==> src/rtl/wba_pkg.sv <==
`timescale 1ns / 1ps
`default_nettype none
// ---------------------------------------------------------------------------
// wba_pkg - shared types and constants of the buffer allocator
// Field widths, operation and status codes, sequencer states, default sizes.
// ---------------------------------------------------------------------------
package wba_pkg;

   // default sizes handed to the top level
   localparam int CHANNELS_DEF    = 8;
   localparam int BUFFERS_DEF     = 4;
   localparam int COUNT_WIDTH_DEF = 8;

   // port field widths
   localparam int OP_W     = 1;
   localparam int CHAN_W   = 3;
   localparam int IDX_W    = 2;
   localparam int STATUS_W = 2;
   localparam int CFG_W    = 3;
   localparam int DATA_W   = 32;
   localparam int ADDR_W   = 3;

   // operation codes
   localparam logic [OP_W-1:0] OP_ACQUIRE = 1'b0;
   localparam logic [OP_W-1:0] OP_RELEASE = 1'b1;

   // result status codes
   localparam logic [STATUS_W-1:0] STATUS_OK     = 2'd0;
   localparam logic [STATUS_W-1:0] STATUS_NOFREE = 2'd1;
   localparam logic [STATUS_W-1:0] STATUS_UNHELD = 2'd2;

   // register map (word index taken from paddr[2])
   localparam logic REG_BUFFERS_IN_USE = 1'b0;
   localparam logic [CFG_W-1:0] BUFFERS_IN_USE_RESET = 3'd4;

   typedef enum logic [2:0] {
      ST_IDLE,
      ST_FETCH,
      ST_LOAD,
      ST_SCAN,
      ST_UPDATE,
      ST_FINISH
   } state_type;

   // control from the sequencer to the scan unit
   typedef struct packed {
      logic clear;
      logic step;
   } scan_ctl_type;

endpackage
`default_nettype wire

==> src/rtl/wba_ram.sv <==
`timescale 1ns / 1ps
`default_nettype none
// ---------------------------------------------------------------------------
// wba_ram - generic single-port-write, single-port-read RAM
// One write and one registered read per cycle.
// ---------------------------------------------------------------------------
module wba_ram #(
   parameter int WIDTH = 8,
   parameter int DEPTH = 8,
   localparam int AW = (DEPTH > 1) ? $clog2(DEPTH) : 1
) (
   input  wire logic             clock,
   input  wire logic             wr_en,
   input  wire logic [AW-1:0]    wr_addr,
   input  wire logic [WIDTH-1:0] wr_data,
   input  wire logic             rd_en,
   input  wire logic [AW-1:0]    rd_addr,
   output logic      [WIDTH-1:0] rd_data
);

   logic [WIDTH-1:0] mem_ff [DEPTH];
   logic [WIDTH-1:0] rd_data_ff;

   always_ff @(posedge clock) begin
      if (wr_en) begin
         mem_ff[wr_addr] <= wr_data;
      end
      if (rd_en) begin
         rd_data_ff <= mem_ff[rd_addr];
      end
   end

   assign rd_data = rd_data_ff;

endmodule
`default_nettype wire

==> src/rtl/wba_scan.sv <==
`timescale 1ns / 1ps
`default_nettype none
// ---------------------------------------------------------------------------
// wba_scan - age order scan unit
// Examines one age order entry per step, oldest first, and keeps the oldest
// free active buffer, the two newest active buffers and the target position.
// ---------------------------------------------------------------------------
module wba_scan #(
   parameter int BUFFERS = wba_pkg::BUFFERS_DEF,
   localparam int BUF_W = $clog2(BUFFERS),
   localparam int NW = BUF_W + 2
) (
   input  wire logic                  clock,
   input  wire wba_pkg::scan_ctl_type ctl,
   input  wire logic [NW-1:0]         active_n,
   input  wire logic [BUF_W-1:0]      entry_pos,
   input  wire logic [BUF_W-1:0]      entry_buf,
   input  wire logic                  entry_zero,
   input  wire logic [BUF_W-1:0]      target_buf,
   output logic                       free_found,
   output logic      [BUF_W-1:0]      free_buf,
   output logic      [BUF_W-1:0]      free_pos,
   output logic      [BUF_W-1:0]      newest_buf,
   output logic      [BUF_W-1:0]      second_buf,
   output logic                       newest_zero,
   output logic      [BUF_W-1:0]      match_pos
);

   logic             found_ff;
   logic [BUF_W-1:0] free_buf_ff;
   logic [BUF_W-1:0] free_pos_ff;
   logic [BUF_W-1:0] newest_ff;
   logic [BUF_W-1:0] second_ff;
   logic             newest_zero_ff;
   logic [BUF_W-1:0] match_pos_ff;
   logic             active;

   // rotation set compare: is this buffer in the rotation set
   assign active = NW'(entry_buf) < active_n;

   always_ff @(posedge clock) begin
      if (ctl.clear) begin
         found_ff       <= 1'b0;
         free_buf_ff    <= '0;
         free_pos_ff    <= '0;
         newest_ff      <= '0;
         second_ff      <= '0;
         newest_zero_ff <= 1'b0;
         match_pos_ff   <= '0;
      end else if (ctl.step) begin
         if (active && entry_zero && !found_ff) begin
            found_ff    <= 1'b1;
            free_buf_ff <= entry_buf;
            free_pos_ff <= entry_pos;
         end
         if (active) begin
            second_ff      <= newest_ff;
            newest_ff      <= entry_buf;
            newest_zero_ff <= entry_zero;
         end
         if (entry_buf == target_buf) begin
            match_pos_ff <= entry_pos;
         end
      end
   end

   assign free_found  = found_ff;
   assign free_buf    = free_buf_ff;
   assign free_pos    = free_pos_ff;
   assign newest_buf  = newest_ff;
   assign second_buf  = second_ff;
   assign newest_zero = newest_zero_ff;
   assign match_pos   = match_pos_ff;

endmodule
`default_nettype wire

==> src/rtl/waitfree_buffer_allocator_core.sv <==
`timescale 1ns / 1ps
`default_nettype none
// ---------------------------------------------------------------------------
// waitfree_buffer_allocator_core - per-channel buffer allocator
// Grants and releases buffers of single-writer wait-free channels.
// ---------------------------------------------------------------------------
// Usage:
//  - Request channel (req_*): one acquire or release per transfer. The block
//    stalls the request side while it works on an item.
//  - Result channel (rsp_*): one result transfer per request, in order.
//  - CSR port (csr_*): APB-style, register buffers_in_use at byte address 0.
//    Write it only while the block is idle.
//  - Sequence: for a channel in range the request goes through fetch row,
//    load row, a scan of one age order position per cycle through the
//    shared scan unit, update and hand off. A request for a channel out
//    of range goes straight to hand off.
//  - Overlap: a new request is taken only after the last item is handed
//    off; the per-position scan of the age order sets the time per item.
//  - Reset clears all row valid bits, so every channel reads as identity
//    order with zero holders until first written; no clearing pass runs.
//  - A stalled result holds in the output register; the block finishes the
//    next item up to hand-off and waits there until the register frees.
// ---------------------------------------------------------------------------
module waitfree_buffer_allocator_core #(
   parameter int CHANNELS    = wba_pkg::CHANNELS_DEF,
   parameter int BUFFERS     = wba_pkg::BUFFERS_DEF,
   parameter int COUNT_WIDTH = wba_pkg::COUNT_WIDTH_DEF
) (
   input  wire logic                           clock,
   input  wire logic                           reset,
   // request channel
   input  wire logic                           req_valid,
   output logic                                req_stall,
   input  wire logic [wba_pkg::OP_W-1:0]       req_operation,
   input  wire logic [wba_pkg::CHAN_W-1:0]     req_channel,
   input  wire logic                           req_is_writer,
   input  wire logic                           req_has_written,
   input  wire logic [wba_pkg::IDX_W-1:0]      req_held_buffer,
   // result channel
   output logic                                rsp_valid,
   input  wire logic                           rsp_stall,
   output logic      [wba_pkg::IDX_W-1:0]      rsp_buffer_index,
   output logic      [wba_pkg::STATUS_W-1:0]   rsp_status,
   // configuration port
   input  wire logic                           csr_psel,
   input  wire logic                           csr_penable,
   input  wire logic                           csr_pwrite,
   input  wire logic [wba_pkg::ADDR_W-1:0]     csr_paddr,
   input  wire logic [wba_pkg::DATA_W-1:0]     csr_pwdata,
   output logic      [wba_pkg::DATA_W-1:0]     csr_prdata,
   output logic                                csr_pready
);

   localparam int BUF_W    = $clog2(BUFFERS);
   localparam int CH_W     = (CHANNELS > 1) ? $clog2(CHANNELS) : 1;
   localparam int NW       = BUF_W + 2;
   localparam int ORDER_W  = BUFFERS * BUF_W;
   localparam int COUNTS_W = BUFFERS * COUNT_WIDTH;
   localparam int ROW_W    = ORDER_W + COUNTS_W;
   localparam int IDX_W    = wba_pkg::IDX_W;
   localparam int STATUS_W = wba_pkg::STATUS_W;
   localparam int CFG_W    = wba_pkg::CFG_W;
   localparam int DATA_W   = wba_pkg::DATA_W;
   localparam logic [COUNT_WIDTH-1:0] COUNT_MAX = {COUNT_WIDTH{1'b1}};
   localparam logic [BUF_W-1:0]       LAST_POS  = BUF_W'(BUFFERS - 1);

   typedef logic [BUFFERS-1:0][BUF_W-1:0]       order_row_type;
   typedef logic [BUFFERS-1:0][COUNT_WIDTH-1:0] count_row_type;

   // ------------------------------------------------------------------
   // sequencer state and control
   // ------------------------------------------------------------------
   wba_pkg::state_type    state_ff, state_in;
   wba_pkg::scan_ctl_type scan_ctl;
   logic accept;
   logic ram_rd_en;
   logic load_row;
   logic upd;
   logic out_load;
   logic chan_ok_req;

   // captured request
   logic [wba_pkg::OP_W-1:0]   op_ff;
   logic [wba_pkg::CHAN_W-1:0] chan_ff;
   logic                       writer_ff;
   logic                       written_ff;
   logic [IDX_W-1:0]           held_ff;

   // configuration
   logic [CFG_W-1:0] cfg_ff;
   logic [NW-1:0]    active_n;
   logic             cfg_write;

   // working copy of one channel row
   logic [CHANNELS-1:0] row_valid_ff;
   order_row_type       order_ff, order_reset, new_order;
   count_row_type       count_ff, new_count;
   logic [BUF_W-1:0]    pos_ff;
   logic [CH_W-1:0]     ch_addr;
   logic [CH_W+2:0]     chan_wide;
   logic [ROW_W-1:0]    ram_rd_data, ram_wr_data;

   // scan results
   logic             free_found, newest_zero;
   logic [BUF_W-1:0] free_buf, free_pos, newest_buf, second_buf, match_pos;

   // update datapath
   logic [BUF_W-1:0]       entry_buf;
   logic [BUF_W-1:0]       cnt_addr, upd_sel, reader_idx, held_b, move_pos;
   logic [BUF_W+1:0]       held_wide, sel_wide;
   logic [COUNT_WIDTH-1:0] cnt_rd, new_cnt;
   logic                   held_ok, wr_req, is_acq;
   logic                   do_bump, do_dec, do_move;
   logic [IDX_W-1:0]       upd_idx;
   logic [STATUS_W-1:0]    upd_status;

   // result registers
   logic [IDX_W-1:0]    res_idx_ff;
   logic [STATUS_W-1:0] res_status_ff;
   logic                rsp_valid_ff;
   logic [IDX_W-1:0]    rsp_idx_ff;
   logic [STATUS_W-1:0] rsp_status_ff;

   assign req_stall   = (state_ff != wba_pkg::ST_IDLE);
   assign accept      = req_valid && !req_stall;
   assign chan_ok_req = (CH_W + 4)'(req_channel) < (CH_W + 4)'(CHANNELS);

   // next state
   always_comb begin
      state_in = state_ff;
      case (state_ff)
         wba_pkg::ST_IDLE: begin
            if (accept) begin
               state_in = chan_ok_req ? wba_pkg::ST_FETCH : wba_pkg::ST_FINISH;
            end
         end
         wba_pkg::ST_FETCH:  state_in = wba_pkg::ST_LOAD;
         wba_pkg::ST_LOAD:   state_in = wba_pkg::ST_SCAN;
         wba_pkg::ST_SCAN: begin
            if (pos_ff == LAST_POS) begin
               state_in = wba_pkg::ST_UPDATE;
            end
         end
         wba_pkg::ST_UPDATE: state_in = wba_pkg::ST_FINISH;
         wba_pkg::ST_FINISH: begin
            if (out_load) begin
               state_in = wba_pkg::ST_IDLE;
            end
         end
         default:            state_in = wba_pkg::ST_IDLE;
      endcase
   end

   // sequencer outputs
   always_comb begin
      ram_rd_en      = 1'b0;
      load_row       = 1'b0;
      scan_ctl.clear = 1'b0;
      scan_ctl.step  = 1'b0;
      upd            = 1'b0;
      out_load       = 1'b0;
      case (state_ff)
         wba_pkg::ST_FETCH:  ram_rd_en = 1'b1;
         wba_pkg::ST_LOAD: begin
            load_row       = 1'b1;
            scan_ctl.clear = 1'b1;
         end
         wba_pkg::ST_SCAN:   scan_ctl.step = 1'b1;
         wba_pkg::ST_UPDATE: upd = 1'b1;
         wba_pkg::ST_FINISH: out_load = !rsp_valid_ff || !rsp_stall;
         default: begin
         end
      endcase
   end

   always_ff @(posedge clock) begin
      if (reset) begin
         state_ff <= wba_pkg::ST_IDLE;
      end else begin
         state_ff <= state_in;
      end
   end

   // ------------------------------------------------------------------
   // configuration register
   // ------------------------------------------------------------------
   assign csr_pready = 1'b1;
   assign cfg_write  = csr_psel && csr_penable && csr_pwrite &&
                       (csr_paddr[2] == wba_pkg::REG_BUFFERS_IN_USE);

   always_ff @(posedge clock) begin
      if (reset) begin
         cfg_ff <= wba_pkg::BUFFERS_IN_USE_RESET;
      end else if (cfg_write) begin
         cfg_ff <= csr_pwdata[CFG_W-1:0];
      end
   end

   always_comb begin
      csr_prdata = '0;
      if (csr_paddr[2] == wba_pkg::REG_BUFFERS_IN_USE) begin
         csr_prdata = DATA_W'(cfg_ff);
      end
   end

   // clamp the rotation set size to 2..BUFFERS
   always_comb begin
      if (NW'(cfg_ff) < NW'(2)) begin
         active_n = NW'(2);
      end else if (NW'(cfg_ff) > NW'(BUFFERS)) begin
         active_n = NW'(BUFFERS);
      end else begin
         active_n = NW'(cfg_ff);
      end
   end

   // ------------------------------------------------------------------
   // request capture and row fetch
   // ------------------------------------------------------------------
   always_ff @(posedge clock) begin
      if (accept) begin
         op_ff      <= req_operation;
         chan_ff    <= req_channel;
         writer_ff  <= req_is_writer;
         written_ff <= req_has_written;
         held_ff    <= req_held_buffer;
      end
   end

   assign chan_wide = (CH_W + 3)'(chan_ff);
   assign ch_addr   = chan_wide[CH_W-1:0];

   for (genvar i = 0; i < BUFFERS; i++) begin : g_reset_row
      assign order_reset[i] = BUF_W'(i);
   end

   assign ram_wr_data = {new_count, new_order};

   wba_ram #(
      .WIDTH (ROW_W),
      .DEPTH (CHANNELS)
   ) u_row_ram (
      .clock   (clock),
      .wr_en   (upd),
      .wr_addr (ch_addr),
      .wr_data (ram_wr_data),
      .rd_en   (ram_rd_en),
      .rd_addr (ch_addr),
      .rd_data (ram_rd_data)
   );

   // a row never written reads as identity order with no holders
   always_ff @(posedge clock) begin
      if (reset) begin
         row_valid_ff <= '0;
      end else if (upd) begin
         row_valid_ff[ch_addr] <= 1'b1;
      end
   end

   always_ff @(posedge clock) begin
      if (load_row) begin
         if (row_valid_ff[ch_addr]) begin
            order_ff <= ram_rd_data[ORDER_W-1:0];
            count_ff <= ram_rd_data[ROW_W-1:ORDER_W];
         end else begin
            order_ff <= order_reset;
            count_ff <= '0;
         end
      end
   end

   // advance the scan position
   always_ff @(posedge clock) begin
      if (load_row) begin
         pos_ff <= '0;
      end else if (scan_ctl.step) begin
         pos_ff <= pos_ff + BUF_W'(1);
      end
   end

   // ------------------------------------------------------------------
   // scan: one age order position per cycle
   // ------------------------------------------------------------------
   assign held_wide = (BUF_W + 2)'(held_ff);
   assign held_b    = held_wide[BUF_W-1:0];
   assign held_ok   = held_wide < (BUF_W + 2)'(BUFFERS);
   assign entry_buf = order_ff[pos_ff];

   // single count read port: scanned entry, then the buffer being updated
   assign cnt_addr = scan_ctl.step ? entry_buf : upd_sel;
   assign cnt_rd   = count_ff[cnt_addr];

   wba_scan #(
      .BUFFERS (BUFFERS)
   ) u_scan (
      .clock       (clock),
      .ctl         (scan_ctl),
      .active_n    (active_n),
      .entry_pos   (pos_ff),
      .entry_buf   (entry_buf),
      .entry_zero  (cnt_rd == '0),
      .target_buf  (held_b),
      .free_found  (free_found),
      .free_buf    (free_buf),
      .free_pos    (free_pos),
      .newest_buf  (newest_buf),
      .second_buf  (second_buf),
      .newest_zero (newest_zero),
      .match_pos   (match_pos)
   );

   // ------------------------------------------------------------------
   // update: decide, adjust the holder count, rotate the age order
   // ------------------------------------------------------------------
   assign wr_req     = writer_ff && written_ff;
   assign is_acq     = (op_ff == wba_pkg::OP_ACQUIRE);
   // reader takes the newest active buffer unless held, else the second newest
   assign reader_idx = newest_zero ? newest_buf : second_buf;
   assign upd_sel    = !is_acq ? held_b : (wr_req ? free_buf : reader_idx);
   assign sel_wide   = (BUF_W + 2)'(upd_sel);

   always_comb begin
      do_bump    = 1'b0;
      do_dec     = 1'b0;
      do_move    = 1'b0;
      move_pos   = free_pos;
      upd_idx    = res_idx_ff;
      upd_status = wba_pkg::STATUS_OK;
      if (is_acq) begin
         upd_idx = sel_wide[IDX_W-1:0];
         if (wr_req) begin
            if (free_found) begin
               do_bump = 1'b1;
               do_move = 1'b1;
            end else begin
               upd_idx    = '0;
               upd_status = wba_pkg::STATUS_NOFREE;
            end
         end else begin
            do_bump = 1'b1;
         end
      end else begin
         // release echoes the held index captured at the transfer
         if (held_ok && (cnt_rd != '0)) begin
            do_dec = 1'b1;
            if (wr_req) begin
               do_move  = 1'b1;
               move_pos = match_pos;
            end
         end else begin
            upd_status = wba_pkg::STATUS_UNHELD;
         end
      end
   end

   // saturate on acquire
   always_comb begin
      new_cnt = cnt_rd;
      if (do_bump && (cnt_rd != COUNT_MAX)) begin
         new_cnt = cnt_rd + COUNT_WIDTH'(1);
      end else if (do_dec) begin
         new_cnt = cnt_rd - COUNT_WIDTH'(1);
      end
   end

   for (genvar i = 0; i < BUFFERS; i++) begin : g_new_row
      assign new_count[i] = (upd_sel == BUF_W'(i)) ? new_cnt : count_ff[i];
      if (i < BUFFERS - 1) begin : g_shift
         // entries at and after the moved one shift one place older
         assign new_order[i] = (do_move && (BUF_W'(i) >= move_pos)) ?
                               order_ff[i+1] : order_ff[i];
      end else begin : g_tail
         assign new_order[i] = do_move ? upd_sel : order_ff[i];
      end
   end

   // ------------------------------------------------------------------
   // result hold and output register
   // ------------------------------------------------------------------
   always_ff @(posedge clock) begin
      if (accept) begin
         // answer for a channel out of range; overwritten by the update
         if (req_operation == wba_pkg::OP_ACQUIRE) begin
            res_idx_ff    <= '0;
            res_status_ff <= wba_pkg::STATUS_NOFREE;
         end else begin
            res_idx_ff    <= req_held_buffer;
            res_status_ff <= wba_pkg::STATUS_UNHELD;
         end
      end else if (upd) begin
         res_idx_ff    <= upd_idx;
         res_status_ff <= upd_status;
      end
   end

   always_ff @(posedge clock) begin
      if (reset) begin
         rsp_valid_ff <= 1'b0;
      end else if (out_load) begin
         rsp_valid_ff <= 1'b1;
      end else if (!rsp_stall) begin
         rsp_valid_ff <= 1'b0;
      end
   end

   always_ff @(posedge clock) begin
      if (out_load) begin
         rsp_idx_ff    <= res_idx_ff;
         rsp_status_ff <= res_status_ff;
      end
   end

   assign rsp_valid        = rsp_valid_ff;
   assign rsp_buffer_index = rsp_idx_ff;
   assign rsp_status       = rsp_status_ff;

endmodule
`default_nettype wire

==> config.mk <==
export PLATFORM = sky130hd
export DESIGN_NAME = waitfree_buffer_allocator_core
export DESIGN_NICKNAME = d
export VERILOG_FILES = /design/src/rtl/wba_pkg.sv /design/src/rtl/wba_ram.sv /design/src/rtl/wba_scan.sv /design/src/rtl/waitfree_buffer_allocator_core.sv
export SDC_FILE = /design/constraint.sdc
export NUM_CORES = 1
export LEC_CHECK = 0
export ABC_AREA = 1
export BUFFER_PORTS_ARGS = -buffer_cell sky130_fd_sc_hd__buf_2
export CAP_MARGIN = 40
export CORE_MARGIN = 8
export CORE_UTILIZATION = 65
export CTS_BUF_LIST = sky130_fd_sc_hd__clkbuf_8
export DETAILED_ROUTE_END_ITERATION = 8
export PLACE_DENSITY_LB_ADDON = 0.1
export RECOVER_POWER = 25
export SLEW_MARGIN = 20
export SYNTH_ARGS = -nofsm -noshare
export SYNTH_HDL_FRONTEND = slang
export SYNTH_SLANG_ARGS = --single-unit
==> constraint.sdc <==
create_clock -name clock -period 13.3 [get_ports clock]
set_clock_uncertainty 0.15 [all_clocks]
set_input_delay 1.33 -clock clock [delete_from_list [all_inputs] [get_ports clock]]
set_output_delay 1.33 -clock clock [all_outputs]
set_load 0.01 [all_outputs]
* Yosys cells after proc, flatten, opt, wreduce, memory -nomap -nowiden
Memory sizes are Yosys's and may differ from the RTL's. A register that Yosys moved wholly into a read port is not among the register bits.
Cells that the tools add are included.
** Operators by class
- Eq/ne operators :: 16
- $lt $le $gt $ge :: 11
- Add/sub/neg operators :: 3
- Reductions and logical operators :: 29
- Multiplexer cells :: 63
- Bitwise logic cells :: 2
** Operator list (number)
- 2-to-1 mux 8 bit :: 7
- 2-to-1 mux 2 bit :: 23
- 2-to-1 mux 1 bit :: 22
- 2-to-1 mux 3 bit :: 6
- case mux 3 bit (6 select lines) :: 1
- binary-select mux 8 bit (select 2 bit) :: 1
- logical AND 1 bit :: 13
- < comparator 2 x 3 -> 1 bit (second input constant) :: 3
- adder 8 x 1 -> 8 bit (second input constant) :: 1
- logical NOT 8 bit :: 1
- inequality test 2 bit (second input constant) :: 4
- inequality test 8 bit (second input constant) :: 1
- OR 8 bit :: 1
- AND reduction 2 bit :: 4
- nonzero test 8 bit :: 1
- subtractor 8 x 1 -> 8 bit (second input constant) :: 1
- == test 2 bit (second input constant) :: 3
- == test 3 x 2 -> 1 bit (second input constant) :: 2
- == test 3 bit (second input constant) :: 2
- binary-select mux 2 bit (select 2 bit) :: 1
- greater-or-equal comparator 1 x 2 -> 1 bit (first input constant) :: 2
- logical NOT 1 bit :: 4
- < comparator 3 x 4 -> 1 bit (second input constant) :: 1
- binary-select mux 1 bit (select 3 bit) :: 1
- 18 further kinds :: 18
** Storage, ports and cells
- Bits of input ports :: 50
- Output and inout port bits :: 39
- RAM bits :: 320
- Bits in registers :: 85
- Memories :: 1
- Word-level logic and storage cells :: 154
** Memories
- u_row_ram.mem_ff :: depth 8, width 40, rd ports 1, clocked after memory_dff 1, write ports 1, RTL line wba_ram.sv:21 : logic [WIDTH-1:0] mem_ff [DEPTH];

* Longest topological paths before layout
Gate-level depths: netlist of the first run.
- Depth in word-level cells :: 13
- Depth in mapped cells :: 22

* By module
A second synthesis of the first run with hierarchy kept.
** Second synthesis, totals
- Cell total of the unflattened synthesis :: 2200
- Area total of the unflattened synthesis :: 20708.6 µm²
** By module, submodules not included
- wba_ram :: area an instance 15199.6 µm², instances 1, sequential area each 10810.4 µm², cells an instance 1441
- waitfree_buffer_allocator_core :: area an instance 4964.8 µm², instances 1, sequential area each 2021.9 µm², cells an instance 681
- wba_scan :: area an instance 544.3 µm², instances 1, sequential area each 240.2 µm², cells an instance 78

* Worst setup path after synthesis of the first run
No wires, ideal clock.
- Path kind :: flip-flop to flip-flop
- Start :: register state_ff[1]
- End :: memory u_row_ram.mem_ff[2][0] (netlist bit) (enable)
- Path slack :: 7.774 ns
- Arrival :: 4.835 ns
- Buffers on the path :: 1
- Cell stages (with the launch flop) :: 7
- Data required time :: 12.609 ns
- Cell sequence :: dfxtp_1 -> buf_4 -> nor2_1 -> inv_1 -> nor2_1 -> clkinv_1 -> nor4_1
** On the way
- Cells in the longest elaborated chain, start to end :: 4
** Ends and longest elaborated chain
- start, declared :: RTL line waitfree_buffer_allocator_core.sv:73 : wba_pkg::state_type state_ff, state_in;
- start signal, assigned :: RTL line waitfree_buffer_allocator_core.sv:178 : state_ff <= wba_pkg::ST_IDLE;
- start signal, assigned :: RTL line waitfree_buffer_allocator_core.sv:180 : state_ff <= state_in;
- == test 3 bit :: RTL line waitfree_buffer_allocator_core.sv:162 : case (state_ff)
- 2-to-1 mux 1 bit :: RTL line waitfree_buffer_allocator_core.sv:162
- 2-to-1 mux 1 bit :: RTL line wba_ram.sv:25 : if (wr_en) begin
- 2-to-1 mux 1 bit (not written as such) :: RTL line wba_ram.sv:26 : mem_ff[wr_addr] <= wr_data;
- end, declared :: RTL line wba_ram.sv:21
No other way between the ends.

==> summary.md, run 1 <==
| Metric | Value |
|---|---|
| Outcome | finished with violations |
| Failing checks | max-capacitance violations, max-slew violations |
| First-pass GRT wire length | 62700 um |
| Synth Area per Inst | 13.1 um2 |
| PD cells | 194 nW/um2 |
| Die Y | around 180 um |
| Vias | 11300 |
| Clock buffer depth | 3 |
| Worst Max-Slew Pin Slew | 3.07 ns |
| P_leak | 7.14 nW |
| RSZ-0062 raised after global routing | no |
| Syn Std Cell Area | 17900 um2 |
| Vias in the first global route | 10800 |
| Average wire per standard cell | 22.9 um |
| Via density | 6.13 |
| Fmax | roughly 180 MHz |
| CTS sink cnt | 445 |
| Uppermost routed layer | met4 |
| WL met2 | just under 20000 um |
| Clk slew on worst S/H paths | 0.06 ns |
| Initial DRC Count | 1231 |
| Worst hold path class | reg -> reg |
| TritonCTS clock tree | done |
| Post-synthesis sequential area ratio | 73.1% |
| Post_cts resized | 0 |
| Worst EP required | 13.42 ns |
| FP Rows | 60 |
| TritonCTS Buffers | 71 |
| GPL Wtd Cong | 0.885 |
| Met3 WL | 4020 um |
| VDD IR max | 0.162 mV |
| Initial Util | 66.2% |
| Initial antenna violation count | 0 |
| DIE AREA | 33100 um2 |
| M1 wire length | 17300 um |
| Arrival time at the worst endpoint | 5.72 ns |
| Count of final setup violators | 0 |
| Main flop type after synthesis | edfxtp_1 |
| Root Buffer | clkbuf_8 |
| Fin. max-slew vios | 191 |
| Area share of the leading cell type in the synthesized netlist | 69.8% |
| Drc violations | 0 |
| Htree depth | 3 |
| Post-synth EDFFs | 416 |
| Slew HR | -105% |
| Routed WL | 42200 um |
| Yosys warns | 0 |
| Dpl hpwl | 22500 um |
| Boundary Pins | 89 |
| Yosys top cell by area | edfxtp_1 |
| Area Growth Syn to Fin | 9.62% |
| Pin count of the biggest net entering global routing | 47 |
| N_diodes | 0 |
| First-pass iteration count of the detailed router | 6 |
| Post-route ant nets | 0 |
| Mapped Cells | approximately 1400 |
| Top cells by count, synth | edfxtp_1, nand2_1, inv_1 |
| Tcrit/Tclk final | between 40% and 50% |
| Postcts setup bufs | 0 |
| Die X | 182 um |
| Total congestion overflow | 0 |
| Unique masters post-synth | 46 |
| Post-route setup TNS | 0 ns |
| CP Max Fanout | 17 |
| GR Util All Layers | 25.1% |
| CP Capture Type | register |
| Min Hold Slack | 0.274 ns |
| Util after Layout | 72.6% |
| CP startpoint kind | register |
| Clock latency on the worst-skew pair | 0.59 ns |
| Async SR Flop Fraction | 0% |
| Share of cells above drive strength 1 | 13.4% |
| Final Hold Viols | 0 |
| Core box area | approximately 27000 um2 |
| WS Path Type | reg -> reg |
| IO buf count | 27 |
| Final worst path period need | 5.60 ns |
| Post-CTS Hold Buffers | 0 |
| Synth area leaders | edfxtp_1, nand2_1, dfxtp_1 |
| Nets | 1500 |
| #FFs+latches synth | approximately 450 |
| Most common cell in the netlist | edfxtp_1 |
| MaxCap Viol Count | 5 |
-- layer usage --
| metal | GRT usage (%) | up-vias |
|---|---|---|
| met5 | 0 | - |
| met4 | 9.97 | 0 |
| met3 | 4.67 | 95 |
| met2 | 40.0 | 619 |
| met1 | 34.0 | 5491 |
| li1 | - | 5061 |
-- power breakdown --
part	internal (mW)	switching [mW]	leakage [nW]	total, mW
Sequential	1.83	0.0558	4.01	1.88
Clock	0.564	0.511	0.744	1.08
Combinational	0.204	0.651	2.39	0.855
-- cell usage in the layout, fill, tap and decap left out, types with 25 or more instances in the layout --
master | Yosys | routed
a21oi_1 | 32 | 32
a221oi_1 | 33 | 33
a22oi_1 | 54 | 54
clkbuf_8 | 0 | 76
conb_1 | 2 | 30
dfxtp_1 | 29 | 29
edfxtp_1 | 416 | 416
inv_1 | 103 | 129
nand2_1 | 261 | 263
nand2_2 | 25 | 25
nand3_1 | 73 | 74
nand4_1 | 40 | 40
nor2_1 | 83 | 80
o21ai_0 | 29 | 29
-- through the flow --
stage / cell area [um2] / std cells / setup WS (ns) / total power [mW]
finish: 19600 / 1837 / 7.70 / 3.81
global route: 19600 / 1837 / 7.53 / 3.96
CTS: 19700 / 1834 / 9.04 / 3.81
detailed placement: 18400 / 1710 / 9.08 / 2.75
global placement: 18400 / 1708 / 9.13 / 2.72
floorplan: 18000 / 1396 / 7.77 / 2.47
-- critical path, cell delays in order (launching register included) --
cell        delay (ns)
dfxtp_1           0.64
inv_1             0.17
nand3_1           0.41
clkinvlp_2        0.52
nand2_1           0.74
nand2_1           0.61
nand2_1           0.17
nand3_1           0.10
nand2_1           0.17
inv_1             0.10
ha_1              0.20
inv_1             0.05
nor2_1            0.08
nand4_2           0.15
nand2_2           0.14
nand2_1           0.11
nand2_1           0.13
a31oi_1           0.60
-- cells by family (layout without fill, tap and decap cells) --
group / count (synthesis) / count (layout) / synth area share, %
AO/OA/AOI/OAI: 188 / 188 / 7.29
XOR/XNOR: 3 / 3 / 0.147
adder cells (fa/ha/maj): 5 / 5 / 0.350
buffers and inverters: 192 / 292 / 4.92
flip-flops: 445 / 445 / 73.1
other: 2 / 30 / 0.0420
AND/OR/NAND/NOR: 533 / 533 / 14.2
-- flip-flops by register name, indices dropped and copies added, names as in the netlist, 3 cells and up --
| signal | cells |
|---|---|
| u_row_ram.mem_ff | 320 |
| u_row_ram.rd_data | 40 |
| count_ff | 32 |
| order_ff | 8 |
| row_valid_ff | 8 |
| cfg_ff | 3 |
| ch_addr | 3 |
| state_ff | 3 |
-- path summary, 6_finish.rpt --
check | slack, ns | end | start | cells after the start
worst min register to register | 0.27 | rsp_buffer_index[1]$_DFFE_PP_ | res_idx_ff[1]$_DFFE_PP_ | 0
worst max register to register | 7.70 | u_row_ram.mem_ff[1][32]$_DFFE_PP_ | state_ff[2]$_SDFFE_PP0P_ | 17
worst max-delay path | 7.70 | u_row_ram.mem_ff[1][32]$_DFFE_PP_ | state_ff[2]$_SDFFE_PP0P_ | 17
worst min-delay path | 0.27 | rsp_buffer_index[1]$_DFFE_PP_ | res_idx_ff[1]$_DFFE_PP_ | 0
-- final cells by class --
| cell class | instances | area (um2) |
|---|---|---|
| Tap cell | 341 | 427 |
| Inverter | 115 | 435 |
| Multi-Input combinational cell | 759 | 4080 |
| Fill cell | 1790 | 7410 |
| Timing Repair Buffer | 53 | 304 |
| Clock buffer | 76 | 1050 |
| Clock inverter | 48 | 250 |
| Sequential cell | 445 | 13100 |
Note: power is estimated with default switching activity, not from simulation.
==> run 2: changes to the inputs <==
ABC_AREA = 0   (was 1)
CORE_UTILIZATION = 57   (was 65)
clock period = 4.84 ns   (was 13.3 ns; I/O delays follow)
==> summary.md, run 2 <==
| Metric | Value |
|---|---|
| Outcome | finished with violations |
| Failing checks | max-capacitance violations, max-slew violations |
| Boundary Pins | 89 |
| N_diodes | 0 |
| Slew HR | -106% |
| Mapped Cells | 1104 |
| Most common cell in the netlist | edfxtp_1 |
| Final Instance Area | 19600 um2 |
| Main flop type after synthesis | edfxtp_1 |
| Fin. max-slew vios | 216 |
| Final Hold Viols | 0 |
| Part of the power in registers | a little over half |
| Share of cells above drive strength 1 | between 10% and 20% |
| VDD IR max | roughly 0.23 mV |
| R2r worst-path depth | 12 |
| Dpl hpwl | between 20000 and 25000 um |
| Pin count of the biggest net entering global routing | 55 |
| Max FFs per register | 320 |
| GPL Wtd Cong | 0.868 |
| Post-route ant nets | 0 |
| Clk slew on worst S/H paths | ~0.060 ns |
| Grt met2 use | 35.7% |
| Arrival time at the worst endpoint | 4.75 ns |
| Nets | about 1300 |
| Switching part of the total power | 24.4% |
| Area Growth Syn to Fin | 11.6% |
| IO buf count | 27 |
| CP Max Fanout | 12 |
| Post_cts resized | 0 |
| Routed WL | 41100 um |
| DIE AREA | between 30000 and 40000 um2 |
| Syn Std Cell Area | about 18000 um2 |
| Yosys top cell by area | edfxtp_1 |
| FP Rows | 64 |
| Clk pwr share | 36.3% |
| Drc violations | 0 |
| Count of final setup violators | 0 |
| Worst Hold End | state_ff[0]$_SDFFE_PP0P_ |
| Final worst path period need | 4.50 ns |
| Util after Layout | between 60% and 70% |
| Total congestion overflow | 0 |
| Root Buffer | clkbuf_8 |
| Commonest non-fill, non-tap cells in the layout | edfxtp_1, a22oi_1, clkbuf_8, nor2_1 |
| CP startpoint kind | register |
| Core box area | approximately 30000 um2 |
| Synth Area per Inst | 15.9 um2 |
| RSZ-0062 raised after global routing | no |
| Initial DRC Count | 853 |
| #FFs+latches synth | about 450 |
| Post-synthesis sequential area ratio | 74.3% |
| Via density | 6.23 |
| Fmax | roughly 220 MHz |
| Vias | approximately 10000 |
| Filler cells | between 2000 and 2500 |
| MaxCap Viol Count | 7 |
| Area share of the leading cell type in the synthesized netlist | 71.0% |
| GR Util All Layers | between 20% and 30% |
| Commonest non-fill, non-tap cell in the layout | edfxtp_1 |
| Clock buffer depth | 3 |
| Average wire per standard cell | ~25 um |
| WS Path Type | reg -> reg |
| Hold path depth | 2 |
| Combinational share of power | 10.0% |
| Most flops, register | u_row_ram.mem_ff |
| Worst EP required | 5.09 ns |
| First-pass GRT wire length | 61400 um |
| Worst Max-Slew Pin Slew | 3.09 ns |
| Clock latency on the worst-skew pair | 0.59 ns |
| R2r endpoint | u_row_ram.mem_ff[0][16]$_DFFE_PP_ |
| Initial antenna violation count | 0 |
| PD cells | 424 nW/um2 |
| Unique masters post-synth | 65 |
| GR peak layer | met2 |
| Post-synth EDFFs | 416 |
| R2R setup slack | 0.34 ns |
| Worst hold path class | in -> reg |
| Reg-to-Reg Start | state_ff[1]$_SDFFE_PP0P_ |
| Die Y | 192 um |
| First-pass iteration count of the detailed router | 5 |
| Internal power | 6.30 mW |
| CTS sink cnt | approximately 450 |
| TritonCTS clock tree | done |
| Grt met3 use | 3.38% |
| Die X | around 190 um |
| Top cells by count, synth | edfxtp_1, a22oi_1, nor2_1 |
| Synth area leaders | edfxtp_1, a22oi_1, dfxtp_1 |
| CP Capture Type | register |
| Async SR Flop Fraction | 0% |
| TritonCTS Buffers | between 70 and 80 |
| Yosys warns | 0 |
| Post-route setup TNS | 0 ns |
| Initial Util | 57.6% |
| Tcrit/Tclk final | 93.1% |
| Switching power | approximately 2.0 mW |
| GRT met1 Usage | 32.0% |
| Vias in the first global route | between 9000 and 10000 |
| P_leak | 6.41 nW |
| Htree depth | 3 |
| Post-DP Area | 18300 um2 |
| Hold wc startpoint | req_valid |
[run 2: repair_timing]
action / CTS / global route
setup buffers: 0 / 0
endpoints found under the hold margin: 11 / 0
hold buffers: 11 / 0
[run 2: per-layer routing]
metal	up-vias	share of wire, %
li1	4533	-
met1	5200	44
met2	446	47
met3	69	7.4
met4	0	2.0
met5	-	0
[run 2: worst max-delay path by stage]
stage,from,endpoint,slack [ns],cells past startpoint
3_3_place_gp,op_ff$_DFFE_PP_,u_row_ram.mem_ff[1][36]$_DFFE_PP_,0.45,11
2_1_floorplan,state_ff[1]$_SDFFE_PP0P_,u_row_ram.mem_ff[3][0]$_DFFE_PP_,0.45,4
5_1_grt,state_ff[1]$_SDFFE_PP0P_,u_row_ram.mem_ff[0][16]$_DFFE_PP_,0.08,12
4_1_cts,state_ff[1]$_SDFFE_PP0P_,u_row_ram.mem_ff[6][16]$_DFFE_PP_,0.39,12
3_5_place_dp,state_ff[1]$_SDFFE_PP0P_,u_row_ram.mem_ff[7][16]$_DFFE_PP_,0.45,12
6_report,state_ff[1]$_SDFFE_PP0P_,u_row_ram.mem_ff[0][16]$_DFFE_PP_,0.34,12
[run 2: logic make-up after synthesis]
logic type | after synthesis | share of synthesized area [%]
xor+xnor | 9 | 0.448
flops | 445 | 74.3
buf+inv | 93 | 2.70
simple gates | 240 | 7.20
fa+ha+maj | 5 | 0.356
other cells | 2 | 0.0427
compound gates | 233 | 9.98
mux | 77 | 4.94
[run 2: worst max-delay path: stages, from the launching register on]
cell	delay, ns
dfxtp_1	0.51
and3b_1	0.63
nand2_2	0.21
o21ai_4	0.25
mux2i_1	0.44
mux2i_1	0.16
inv_1	0.14
ha_1	0.22
nand2_1	0.11
o21ai_0	0.50
nand2_1	0.14
xnor2_1	0.47
mux2_2	0.36
[run 2: cell type report]
| cell class | count | area (um2) | area share, % |
|---|---|---|---|
| Tap cell | 396 | 495 | 2.52 |
| Multi-Input combinational cell | 594 | 4200 | 21.4 |
| Inverter | 10 | 37.5 | 0.191 |
| Clock inverter | 50 | 304 | 1.55 |
| Timing Repair Buffer | 74 | 493 | 2.51 |
| Clock buffer | 75 | 1030 | 5.26 |
| Sequential cell | 445 | 13100 | 66.6 |
[run 2: power by group through the flow]
stage	Clock, mW	Combinational (mW)	Sequential (mW)
2_1_floorplan	0	0.572	4.53
3_3_place_gp	0	0.794	4.56
3_5_place_dp	0	0.815	4.56
4_1_cts	3.08	0.826	4.48
5_1_grt	3.24	0.903	4.49
6_report	3.02	0.830	4.48
[run 2: through the flow]
stage | total power [mW] | std cells | setup slack, ns | hold slack [ns]
after detailed placement | 5.37 | 1507 | 0.448 | 0.256
after global placement | 5.35 | 1502 | 0.455 | 0.250
after CTS | 8.38 | 1643 | 0.389 | 0.0202
after global routing | 8.63 | 1644 | 0.0767 | 0.0268
after floorplan | 5.10 | 1132 | 0.449 | 0.250
final | 8.33 | 1644 | 0.336 | 0.0423
